## src/rtl/lqr_ib_pkg.sv

```systemverilog
// Package for the LQR balance step block: widths, register indexes, the
// configuration and multiplier request structs, and the saturation helper.
// No dependencies.
package lqr_ib_pkg;

    localparam int DATA_W  = 32;
    localparam int GAIN_W  = 16;
    localparam int TICK_W  = 16;
    localparam int MUL_A_W = 32;
    localparam int MUL_B_W = 33;
    localparam int PROD_W  = MUL_A_W + MUL_B_W;
    localparam int ACC_W   = 52;
    localparam int SAT_W   = 66;
    localparam int APB_AW  = 6;
    localparam int APB_DW  = 64;

    localparam logic [TICK_W-1:0] TICK_MAX = '1;

    typedef enum logic [2:0] {
        REG_PERIOD  = 3'd0,
        REG_TIMEOUT = 3'd1,
        REG_FWD_SC  = 3'd2,
        REG_YAW_SC  = 3'd3,
        REG_GAIN_A  = 3'd4,
        REG_GAIN_B  = 3'd5,
        REG_GAIN_C  = 3'd6,
        REG_TRIM    = 3'd7
    } reg_idx_t;

    typedef struct packed {
        logic [TICK_W-1:0]        period;
        logic [TICK_W-1:0]        timeout;
        logic signed [DATA_W-1:0] fwd_scale;
        logic signed [DATA_W-1:0] yaw_scale;
        logic [APB_DW-1:0]        gain_a;
        logic [APB_DW-1:0]        gain_b;
        logic [APB_DW-1:0]        gain_c;
        logic signed [DATA_W-1:0] trim;
    } cfg_t;

    typedef struct packed {
        logic                      issue;
        logic                      acc_en;
        logic                      first;
        logic signed [MUL_A_W-1:0] a;
        logic signed [MUL_B_W-1:0] b;
    } mac_req_t;

    localparam logic signed [SAT_W-1:0] SAT_HI = SAT_W'(64'sh0000_0000_7FFF_FFFF);
    localparam logic signed [SAT_W-1:0] SAT_LO = SAT_W'(-64'sh0000_0000_8000_0000);

    function automatic logic signed [DATA_W-1:0] sat32(input logic signed [SAT_W-1:0] v);
        logic signed [DATA_W-1:0] r;
        if (v > SAT_HI) begin
            r = SAT_HI[DATA_W-1:0];
        end else if (v < SAT_LO) begin
            r = SAT_LO[DATA_W-1:0];
        end else begin
            r = v[DATA_W-1:0];
        end
        return r;
    endfunction

endpackage

```

## src/rtl/lqr_ib_mac.sv

```systemverilog
// Shared multiply-accumulate unit: registered product, then registered
// accumulator. Depends on lqr_ib_pkg.
module lqr_ib_mac
    import lqr_ib_pkg::*;
(
    input  logic                     aclk,
    input  logic                     aresetn,
    input  mac_req_t                 req,
    output logic signed [PROD_W-1:0] prod,
    output logic signed [ACC_W-1:0]  acc
);

    logic signed [PROD_W-1:0] prod_reg;
    logic signed [ACC_W-1:0]  acc_reg;
    logic                     acc_vld_reg;
    logic                     acc_first_reg;

    // Product stage carries no reset: only the control flags below do.
    always_ff @(posedge aclk) begin
        if (req.issue) begin
            prod_reg <= PROD_W'(req.a) * PROD_W'(req.b);
        end
    end

    always_ff @(posedge aclk) begin
        if (!aresetn) begin
            acc_vld_reg   <= 1'b0;
            acc_first_reg <= 1'b0;
        end else begin
            acc_vld_reg   <= req.issue & req.acc_en;
            acc_first_reg <= req.first;
        end
    end

    // Gain products fit in ACC_W bits; drop the unused top of the product.
    always_ff @(posedge aclk) begin
        if (acc_vld_reg) begin
            if (acc_first_reg) begin
                acc_reg <= prod_reg[ACC_W-1:0];
            end else begin
                acc_reg <= acc_reg + prod_reg[ACC_W-1:0];
            end
        end
    end

    assign prod = prod_reg;
    assign acc  = acc_reg;

endmodule

```

## config.mk

```make
export PLATFORM = sky130hd
export DESIGN_NAME = lqr_ib_mac
export DESIGN_NICKNAME = d
export VERILOG_FILES = /design/src/rtl/lqr_ib_pkg.sv /design/src/rtl/lqr_ib_mac.sv
export SDC_FILE = /design/constraint.sdc
export NUM_CORES = 2
export LEC_CHECK = 0
export BUFFER_PORTS_ARGS = -buffer_cell sky130_fd_sc_hd__buf_2
export CORE_ASPECT_RATIO = 1.5
export CORE_MARGIN = 8
export CORE_UTILIZATION = 55
export CTS_BUF_LIST = sky130_fd_sc_hd__clkbuf_4
export DETAILED_ROUTE_END_ITERATION = 6
export GPL_ROUTABILITY_DRIVEN = 0
export MAX_ROUTING_LAYER = met4
export PLACE_DENSITY = 0.69
export RECOVER_POWER = 100
export SETUP_SLACK_MARGIN = 0.02
export SLEW_MARGIN = 0
export SYNTH_ARGS = -nofsm -noshare
export SYNTH_HDL_FRONTEND = slang
export SYNTH_SLANG_ARGS = --single-unit
```

## constraint.sdc

```tcl
create_clock -name aclk -period 23.3 [get_ports aclk]
set_input_delay 1.165 -clock aclk [delete_from_list [all_inputs] [get_ports aclk]]
set_output_delay 1.165 -clock aclk [all_outputs]
set_load 0.01 [all_outputs]
```

Word-level counts from Yosys, hierarchy flattened --
Cells that the tools add are included. W data, S select, Z words.
Cells by class: add/subtract/negate cells 1, multipliers 1, muxes and demuxes 1, bitwise operators 1
Operators with widths (count):
- $mul A32 B33 Y65 | 1
- $add A52 B52 Y52 | 1
- $mux W52 | 1
- $and A1 B1 Y1 | 1
Word-level totals: register bits 119, output and inout port bits 117, logic and storage cells 8

Longest topological paths before layout --
depth in word-level cells 2, depth in mapped cells 28, mapped depth without buffers 28

Worst setup path after synthesis --
Ideal clock, no wire load.
path kind input to register, start point input port req[32] (netlist bit), end point register prod_reg[63] (netlist: prod[63]) (data pin), setup time 0.262 ns, arrival 8.484 ns, required time 23.038 ns, path slack 14.554 ns, cell stages on the path 26, path buffers 1, path through clkbuf_1 -> nand2_1 -> inv_1 -> fa_1 -> fa_1 -> fa_1 -> inv_1 -> fa_1 -> inv_1 -> fa_1 -> fa_1 -> inv_1 -> fa_1 -> fa_1 -> inv_1 -> ha_1 -> and3_1 -> a221o_1 -> nand2_1 -> nor2b_1 -> o21bai_1 -> a21oi_1 -> o21a_1 -> o21a_1 -> o21ai_1 -> xor2_1
On the way: cells in the longest elaborated chain, start to end 1
Ends and longest elaborated chain:
- start, declared | RTL line lqr_ib_mac.sv:8 | input mac_req_t req,
- $mul A32 B33 Y65 | RTL line lqr_ib_mac.sv:21 | prod_reg <= PROD_W'(req.a) * PROD_W'(req.b);
- end signal, assigned | RTL line lqr_ib_mac.sv:21
- end, declared | RTL line lqr_ib_mac.sv:13 | logic signed [PROD_W-1:0] prod_reg;
Every way passes these cells. A chain may end at the register's enable or synchronous reset.

Final worst setup path --
start point input port req[33] (netlist bit), end point register prod_reg[63] (netlist: prod[63]) (data pin)
The elaborated chain is that of the path after synthesis.

==> impl_metrics.yaml <==
finish:
  largest_reg_flops: 65
  layout-drive-gt1-share: 0.02791
  mostFrequentLayoutCell: "fa_1"
  mostFrequentLayoutCells: "1113 x fa_1, 990 x inv_1, 626 x nand2_1"
  fin_util: 0.5710
  syn_to_final_growth_pct: 3.580
  final_cell_area_um2: 45360
  nets: 5959
setup_path:
  critical_path_class: "in -> reg"
  cp-end-kind: "flip-flop"
  path_common_cell: "fa_1"
  worstPathArrival_ns: 10.25
  crit_path_top_delay_cell: "a2111oi_0"
  worstPathRequired_ns: 23.64
  cp_max_fo: 33
  slowest_delay_ns: 1.29
  worstPathBufferInverterCount: 1
  critPathLaunchType: "primary input"
  crit_family: "adder cells"
  crit_chain: "clkbuf_1, and2_0, ha_1, fa_1, fa_1, fa_1, fa_1, fa_1, fa_1, fa_1, ha_1, and3_1, and2_0, nand4_1, a2111oi_0, o31ai_1, o21a_1, o21a_1, o21ai_0, xor2_1"
clock_tree:
  cts_buffers: 17
  cts.sinks: 119
  cts-root-buf: "clkbuf_4"
  clk_pin_slew_worst_paths_ns: 0.13
  cts_setup_buffers: 0
  insertion_delay_ns: 0.57
  cts_buffer_depth: 2
  cts_tree: "yes"
  ctsHoldBuffers: 0
  htreeDepth: 4
  post_cts_resized: 0
sta:
  final-hold-violation-count: 0
  hold_ws_ns: 0.6254
  finalCritPeriodShare: 0.4257
  fin_crit_ns: 9.919
  fin_skew_ns: 0.02471
  setup_viol_count_final: 0
  slew_headroom: -1.558
  totalNegativeSetupSlack_ns: 0
  max_freq_mhz: 100.8
  tightest_slew_ns: 3.837
  rsz0062_at_grt: "no"
  slew_violations: 209
floorplanning:
  rows: 127
  core_um2: 79450
  die-width_um: 246.4
  start_util: 0.5512
  fp.dieH_um: 361.6
  io_pins: 187
  die_area_um2: 89100
place:
  postPlaceCellArea_um2: 45210
  place_hpwl_um: 97070
  io_buffers: 186
detailed_routing:
  antenna_left: 0
  drtIter0Drc: 1667
  detail_route.wl_per_cell_um: 21.30
  vias_per_cell: 5.612
  routed_wl_um: 119100
  drcViolationCount: 0
  drt-pass1-iter-count: 7
  num_vias: 31360
global_route:
  grt_max_degree: 103
  grt.overflow.total: 0
  grt_pass1_vias: 34780
  grtUsageTotal: 0.2823
  grt_pass1_wl_um: 188300
  antenna_found_initial: 5
synth:
  avgSynthCellArea_um2: 9.613
  ys_seq_area_frac: 0.08113
  synth_cell_types: 73
  yosysWarnings: 0
  ys_ff_latch: 119
  syn_area_um2: 43800
  synthFlopType: "edfxtp_1"
  synth_nets: 5976
  async_reset_ff_frac: 0
  syn_inst: 4556
  synth_edf_count: 117
job:
  drv_cap: 4
min_path:
  hold_class: "reg -> reg"
run_status:
  violations: "max-capacitance violations, max-slew violations"
  status: "finished, violations left"
==> cells by family after synthesis <==
| logic type | after synthesis | synth area share |
|---|---|---|
| adders and majority gates | 1350 | 0.5764 |
| and+or+nand+nor | 1347 | 0.1531 |
| buffers and inverters | 1223 | 0.1051 |
| AOI/OAI and AO/OA | 399 | 0.06042 |
| DFF | 119 | 0.08113 |
| xor gates and xnor gates | 114 | 0.02280 |
| muxes | 4 | 0.0009998 |
==> path summary, 6_finish.rpt <==
kind / from / endpoint / slack (ns) / depth (start not counted)
max: req[33] / prod[63] / 13.38 / 20
min: prod[40] / acc[40] / 0.63 / 2
max reg2reg: acc_first_reg / acc[51] / 18.06 / 6
min reg2reg: prod[40] / acc[40] / 0.63 / 2
==> worst reg2reg max path, cell delays in order (launching register included) <==
cell and delay (ns):
dfxtp_2 0.33, clkbuf_1 2.69, inv_1 1.21, nand2_1 0.26
nor4_1 0.07, nor4_1 0.31, nand3_1 0.11
==> cell type report <==
| cell class | count | area (um^2) |
|---|---|---|
| clock buffers | 17 | 127.6 |
| multi-input cells | 3214 | 35610 |
| well taps | 1032 | 1291 |
| flip-flops and latches | 119 | 3555 |
| inverters | 991 | 3720 |
| repair buffers | 196 | 847.1 |
| fillers | 7080 | 34090 |
| clock inverters | 14 | 197.7 |
| diodes | 6 | 15.01 |
==> through the flow <==
step	instances	setup slack [ns]
after CTS	5583	14.22
after global placement	5552	13.74
after detailed placement	5552	13.58
final	5589	13.38
after floorplan	4556	14.55
after global routing	5588	13.02
==> per-layer routing <==
layer | vias to the layer above | part of all wire | track usage
li1 | 13490 | - | -
met1 | 16370 | 0.31 | 0.2775
met2 | 1024 | 0.55 | 0.5080
met3 | 480 | 0.041 | 0.03026
met4 | 0 | 0.097 | 0.2083
met5 | - | 0 | -
==> synth_stat cells, types with 10 or more instances <==
cell type  count  area, um^2
a211oi_1      12       90.09
o21bai_1      20       150.1
nand4_1       18       112.6
a31oi_1       12       75.07
o21ai_0       70       350.3
nor2b_1       14       87.58
nor3_1        15       75.07
ha_1         237        2965
nand2_1      626        2350
clkbuf_1     225       844.6
edfxtp_1     117        3513
nand3_1       21       105.1
a21o_1        77       578.1
o21a_1        14       105.1
a21oi_1      104       520.5
xor2_1        42       367.9
xnor2_1       72       630.6
fa_1        1113       22280
nor2_1        70       262.8
inv_1        990        3716
nand2b_1      21       131.4
and2_1       521        3259
and3_1        10       62.56
o21ai_1       22       110.1
Power is not shown: default switching activity piles up to over one toggle a cycle in this logic, so the estimate is an artifact.
