--- src/rtl/lqr_ib_pkg.sv ---
// Package for the LQR balance step block: widths, register indexes, the
// configuration and multiplier request structs, and the saturation helper.
// No dependencies.
package lqr_ib_pkg;

    localparam int DATA_W  = 32;
    localparam int GAIN_W  = 16;
    localparam int TICK_W  = 16;
    localparam int MUL_A_W = 32;
    localparam int MUL_B_W = 33;
    localparam int PROD_W  = MUL_A_W + MUL_B_W;
    localparam int ACC_W   = 52;
    localparam int SAT_W   = 66;
    localparam int APB_AW  = 6;
    localparam int APB_DW  = 64;

    localparam logic [TICK_W-1:0] TICK_MAX = '1;

    typedef enum logic [2:0] {
        REG_PERIOD  = 3'd0,
        REG_TIMEOUT = 3'd1,
        REG_FWD_SC  = 3'd2,
        REG_YAW_SC  = 3'd3,
        REG_GAIN_A  = 3'd4,
        REG_GAIN_B  = 3'd5,
        REG_GAIN_C  = 3'd6,
        REG_TRIM    = 3'd7
    } reg_idx_t;

    typedef struct packed {
        logic [TICK_W-1:0]        period;
        logic [TICK_W-1:0]        timeout;
        logic signed [DATA_W-1:0] fwd_scale;
        logic signed [DATA_W-1:0] yaw_scale;
        logic [APB_DW-1:0]        gain_a;
        logic [APB_DW-1:0]        gain_b;
        logic [APB_DW-1:0]        gain_c;
        logic signed [DATA_W-1:0] trim;
    } cfg_t;

    typedef struct packed {
        logic                      issue;
        logic                      acc_en;
        logic                      first;
        logic signed [MUL_A_W-1:0] a;
        logic signed [MUL_B_W-1:0] b;
    } mac_req_t;

    localparam logic signed [SAT_W-1:0] SAT_HI = SAT_W'(64'sh0000_0000_7FFF_FFFF);
    localparam logic signed [SAT_W-1:0] SAT_LO = SAT_W'(-64'sh0000_0000_8000_0000);

    function automatic logic signed [DATA_W-1:0] sat32(input logic signed [SAT_W-1:0] v);
        logic signed [DATA_W-1:0] r;
        if (v > SAT_HI) begin
            r = SAT_HI[DATA_W-1:0];
        end else if (v < SAT_LO) begin
            r = SAT_LO[DATA_W-1:0];
        end else begin
            r = v[DATA_W-1:0];
        end
        return r;
    endfunction

endpackage

--- src/rtl/lqr_ib_regs.sv ---
// Configuration register file of the LQR balance step block, APB write/read.
// Depends on lqr_ib_pkg.
module lqr_ib_regs
    import lqr_ib_pkg::*;
(
    input  logic              aclk,
    input  logic              aresetn,
    input  logic              psel,
    input  logic              penable,
    input  logic              pwrite,
    input  logic [APB_AW-1:0] paddr,
    input  logic [APB_DW-1:0] pwdata,
    output logic [APB_DW-1:0] prdata,
    output logic              pready,
    output cfg_t              cfg
);

    cfg_t     cfg_reg;
    reg_idx_t idx;
    logic     wr_en;

    assign pready = 1'b1;
    assign idx    = reg_idx_t'(paddr[5:3]);
    assign wr_en  = psel & penable & pwrite & pready;
    assign cfg    = cfg_reg;

    always_ff @(posedge aclk) begin
        if (!aresetn) begin
            cfg_reg.period    <= TICK_W'(10);
            cfg_reg.timeout   <= TICK_W'(500);
            cfg_reg.fwd_scale <= '0;
            cfg_reg.yaw_scale <= '0;
            cfg_reg.gain_a    <= '0;
            cfg_reg.gain_b    <= '0;
            cfg_reg.gain_c    <= '0;
            cfg_reg.trim      <= DATA_W'(4915);
        end else if (wr_en) begin
            unique case (idx)
                REG_PERIOD:  cfg_reg.period    <= pwdata[TICK_W-1:0];
                REG_TIMEOUT: cfg_reg.timeout   <= pwdata[TICK_W-1:0];
                REG_FWD_SC:  cfg_reg.fwd_scale <= pwdata[DATA_W-1:0];
                REG_YAW_SC:  cfg_reg.yaw_scale <= pwdata[DATA_W-1:0];
                REG_GAIN_A:  cfg_reg.gain_a    <= pwdata;
                REG_GAIN_B:  cfg_reg.gain_b    <= pwdata;
                REG_GAIN_C:  cfg_reg.gain_c    <= pwdata;
                REG_TRIM:    cfg_reg.trim      <= pwdata[DATA_W-1:0];
            endcase
        end
    end

    always_comb begin
        unique case (idx)
            REG_PERIOD:  prdata = APB_DW'(cfg_reg.period);
            REG_TIMEOUT: prdata = APB_DW'(cfg_reg.timeout);
            REG_FWD_SC:  prdata = APB_DW'(unsigned'(cfg_reg.fwd_scale));
            REG_YAW_SC:  prdata = APB_DW'(unsigned'(cfg_reg.yaw_scale));
            REG_GAIN_A:  prdata = cfg_reg.gain_a;
            REG_GAIN_B:  prdata = cfg_reg.gain_b;
            REG_GAIN_C:  prdata = cfg_reg.gain_c;
            REG_TRIM:    prdata = APB_DW'(unsigned'(cfg_reg.trim));
        endcase
    end

endmodule

--- config.mk ---
export PLATFORM = sky130hd
export DESIGN_NAME = lqr_ib_regs
export DESIGN_NICKNAME = d
export VERILOG_FILES = /design/src/rtl/lqr_ib_pkg.sv /design/src/rtl/lqr_ib_regs.sv
export SDC_FILE = /design/constraint.sdc
export NUM_CORES = 1
export LEC_CHECK = 0
export BUFFER_PORTS_ARGS = -buffer_cell sky130_fd_sc_hd__buf_2
export CORE_MARGIN = 1
export CORE_UTILIZATION = 35
export CTS_CLUSTER_SIZE = 8
export DETAILED_ROUTE_END_ITERATION = 8
export PLACE_DENSITY = 0.58
export SLEW_MARGIN = 20
export SYNTH_ARGS = -nofsm -noshare
export SYNTH_HDL_FRONTEND = slang
export SYNTH_SLANG_ARGS = --single-unit
--- constraint.sdc ---
create_clock -name aclk -period 5.4 [get_ports aclk]
set_input_delay 1.08 -clock aclk [delete_from_list [all_inputs] [get_ports aclk]]
set_output_delay 1.08 -clock aclk [all_outputs]
set_load 0.01 [all_outputs]
* After elaboration in Yosys (flattened, before gate mapping)
Cells that the tools add are included.
** Operators by class
- Reductions and logical operators :: 9
- Bitwise operators :: 2
- Mux-type cells :: 1
- Equality and inequality tests :: 7
** Operator list (count)
- case mux 64 bit (8 select lines) :: 1
- AND reduction 2 bit :: 8
- == test 3 bit, second input constant :: 4
- == test 3 x 2 -> 1 bit, second input constant :: 2
- == test 3 x 1 -> 1 bit, second input constant :: 1
- logical NOT 3 bit :: 1
- AND 1 bit :: 2
** Word-level totals
- Output and inout bits :: 385
- Bits in registers :: 320
- Bits of input ports :: 75
- Word-level logic and storage cells :: 27

* Depth between registers and ports, before layout
- Depth in word-level cells :: 3
- Depth in mapped cells :: 6

* Worst setup path after synthesis
Ideal clock, no wire load.
- Kind :: input to output
- Start :: input paddr[3]
- End :: output prdata[16]
- Slack :: 2.107 ns
- Required time :: 4.320 ns
- Data arrival time :: 2.213 ns
- Buffers on the path :: 4
- Stages :: 6
- Cell sequence :: buf_2 -> buf_2 -> buf_2 -> clkbuf_1 -> a221oi_1 -> a21oi_1
** On the way
- Longest elaborated chain between the ends :: 2
** Ends and longest elaborated chain
- from (decl) :: RTL line lqr_ib_regs.sv:11 : input logic [APB_AW-1:0] paddr,
- == test 3 bit, or another cell as far along :: RTL line lqr_ib_regs.sv:52 : unique case (idx)
- case mux 64 bit (8 select lines) * :: RTL line lqr_ib_regs.sv:52
- to (decl) :: RTL line lqr_ib_regs.sv:13 : output logic [APB_DW-1:0] prdata,
Mark *: on every way between the ends. The rest lies on a longest branch, timed or not.

* Worst setup path in the final report
- Start :: input paddr[5]
- End :: output prdata[14]
Same word-level chain as after synthesis.

==> results.cfg <==
[outcome]
status = complete, no violations

[logic_synthesis]
ys_ff_latch = 320
synth-edff-count = 0
mappedNetlistArea_sq_mm = 0.01430
synth_seq_area_share_pct = 44.79
post_synth_inst_count = 1490
post_synth_num_cell_types = 42
ys_async_sr_fraction_pct = 0
yosysWarnings = 0
mappedNetlistNets = 1565
synth-main-ff-cell = sky130_fd_sc_hd__dfxtp_1
synth_area_per_cell_sq_um = 9.599

[critical_path]
crit_path_end_kind = output pin
critPathLaunchType = primary input
arrival_time_at_the_worst_endpoint_ns = 3.20
r2r_cells = 2
worst-path-max-fanout = 47
ff2ff_setup_slack_ns = 4.64
timing.critical_path.required_ns = 4.32
setup.worst_path.class = in -> out
regToRegStartpoint = cfg[296]
crit-reg2reg-capture = cfg[296]

[timing]
slew_viol_final = 0
finalHoldViolCount = 0
fin_crit_sh_pct = 79.19
setup_ws_ns = 1.123
fmaxAchievable_ghz = 0.2338
rsz0062_at_grt = false
finalSetupTns_ns = 0
setup_viol = 0
max_slew_margin_pct = 33.10
clock-skew-final_ns = 0
worst_slew_pin_slew_ns = 1.002
shortest_period_the_worst_path_allows_ns = 4.277

[routing]
initialDrtViolationCount = 775
viasPerCell = 5.197
avgRoutedWirePerCell_um = 21.92
first_pass_iters = 7
routed_wirelength_um = 53130
route.antenna.remaining_nets = 0
total_number_of_vias = 12600
drcViolationCount = 0

[grt]
grt_pass1_vias = 12440
top_usage_layer = met2
globalRouteMet3Util_pct = 6.792
grt_remaining_overflow = 0
grt_start_max_net_pins = 143
groute.layer.met1.usage_pct = 30.86
grt_first_pass_wirelength_um = 78190
grt_util_met2_pct = 40.74
antenna_found_initial = 0
global_route.usage.total_pct = 24.68

[floorplanning]
placement_rows = 73
initial_core_util_pct = 35.75
die_height_um = 204.2
coreArea_sq_mm = 0.04001
io_pins = 460
fp.dieW_um = 204.2
floorplan.die_area_sq_mm = 0.04168

[pwr]
power.clock.fraction_pct = 48.4
seqPwrFrac_pct = 44.8
comb_power_share_pct = 6.8
total_power_consumption_of_the_routed_design_mw = 5.358
ir_worst_vdd_mv = 0.2222
power.internal_mw = 4.079
power.switching_mw = 1.280
leakage_nw = 8.080
cellPowerDensity_mw_per_mm2 = 294.9
power_switching_share_pct = 23.88

[clock_tree]
clock_path_buffers = 3
cts_made_buffers = 46
hold_buffer_count_at_cts = 0
buffers_inserted_by_post_cts_timing_repair = 0
clock-root-buffer = sky130_fd_sc_hd__clkbuf_16
cts.clk_slew.worst_paths_ns = 0.05
clk-insertion-delay-late_ns = 0.56
numClockSinks = 320
h-tree-depth = 2
clock_tree_from_tritoncts = yes
cts_repair_resize_count = 0

[worst_hold_path]
min_from = cfg[116]
number_of_cells_on_the_worst_hold_path = 2
hold_path.class = reg -> reg
min_to = cfg[116]

[final_layout]
post_layout_nonfiller_instances = 2424
final_layout_size_suffix_gt1_share_pct = 29.33
nFillCells = 3933
synthToLayoutAreaGrowth_pct = 27.05
largest_register_ffs = 320
mostFrequentLayoutCell = sky130_fd_sc_hd__buf_2
final_net_count = 1970
multi_input_comb_area_sq_mm = 0.007238
seqCellArea_sq_mm = 0.006406
mostFrequentLayoutCells = sky130_fd_sc_hd__buf_2, sky130_fd_sc_hd__mux2i_1, sky130_fd_sc_hd__nand2_1
antenna_cells_inserted = 0

[placement]
hpwl_um = 35370
preCtsSetupSlack_ns = 1.149
dp.cells = 2372
place_congestion = 0.8403
io_buffer_count = 455

[flow_run]
timing.max_cap.violations = 0
==> power groups by stage <==
stage	combinational, mW	clock (mW)	sequential [mW]
6_report	0.363	2.60	2.40
3_5_place_dp	0.363	0	2.45
3_3_place_gp	0.360	0	2.45
4_1_cts	0.364	2.66	2.40
2_1_floorplan	0.207	0	2.45
5_1_grt	0.386	2.76	2.40
==> per-stage QoR <==
| step | hold WS, ns | instance area, sq um | util [%] |
|---|---|---|---|
| after CTS | 0.4693 | 18170 | 45.42 |
| after floorplan | 0.4878 | 14300 | - |
| final | 0.4699 | 18170 | 45.42 |
| after global routing | 0.4824 | 18170 | 45.42 |
| after global placement | 0.4527 | 16930 | 42.32 |
| after detailed placement | 0.4606 | 16930 | 42.32 |
==> synth_stat cells (11+ instances only) <==
library cell	count	area, sq um
sky130_fd_sc_hd__mux2i_1	392	3924
sky130_fd_sc_hd__nand2_1	381	1430
sky130_fd_sc_hd__dfxtp_1	320	6406
sky130_fd_sc_hd__clkbuf_1	70	262.8
sky130_fd_sc_hd__buf_2	38	190.2
sky130_fd_sc_hd__and2_1	33	206.5
sky130_fd_sc_hd__o2bb2ai_1	32	280.3
sky130_fd_sc_hd__inv_1	29	108.9
sky130_fd_sc_hd__o21ai_0	23	115.1
sky130_fd_sc_hd__nor2b_1	17	106.4
sky130_fd_sc_hd__o22ai_1	17	106.4
sky130_fd_sc_hd__a22o_1	13	113.9
sky130_fd_sc_hd__o22a_1	12	105.1
sky130_fd_sc_hd__buf_4	11	82.58
sky130_fd_sc_hd__mux2_2	11	123.9
sky130_fd_sc_hd__o32a_1	11	110.1
sky130_fd_sc_hd__o32ai_1	11	96.34
==> critical path, stage by stage <==
cell	delay, ns
sky130_fd_sc_hd__buf_4	0.49
sky130_fd_sc_hd__nand2b_2	0.89
sky130_fd_sc_hd__o22ai_1	0.18
sky130_fd_sc_hd__o32a_1	0.35
sky130_fd_sc_hd__buf_2	0.15
==> routing by layer <==
layer  vias to the layer above  wire length [um]
met2                       511             25110
met5                         -                 0
met3                        77              4425
met1                      6059             22480
li1                       5951                 -
met4                         0              1116
==> how the worst max path moves through the flow <==
stage,slack [ns],end,start,depth (start not counted)
6_report,1.12,prdata[14],paddr[5],5
3_5_place_dp,1.15,prdata[14],paddr[5],5
3_3_place_gp,1.17,prdata[14],paddr[5],5
4_1_cts,1.14,prdata[14],paddr[5],5
5_1_grt,1.07,prdata[5],paddr[5],5
2_1_floorplan,2.11,prdata[16],paddr[3],6
==> logic make-up after synthesis <==
kind of cell / count (synthesis) / synth area share (%)
buffers and inverters: 153 / 4.759
and+or+nand+nor: 457 / 13.59
muxes: 403 / 28.30
other: 1 / 0.02622
AOI/OAI and AO/OA: 156 / 8.538
DFF: 320 / 44.79
==> layout make-up <==
type                       count  area share, %
multi-input combinational   1017          39.83
sequential                   320          35.25
timing repair buffer         481          13.86
clock buffer                  51          6.789
tap                          525          3.615
inverter                      29         0.5990
clock inverter                 1        0.04820
Note: power is estimated with default switching activity, not from simulation.
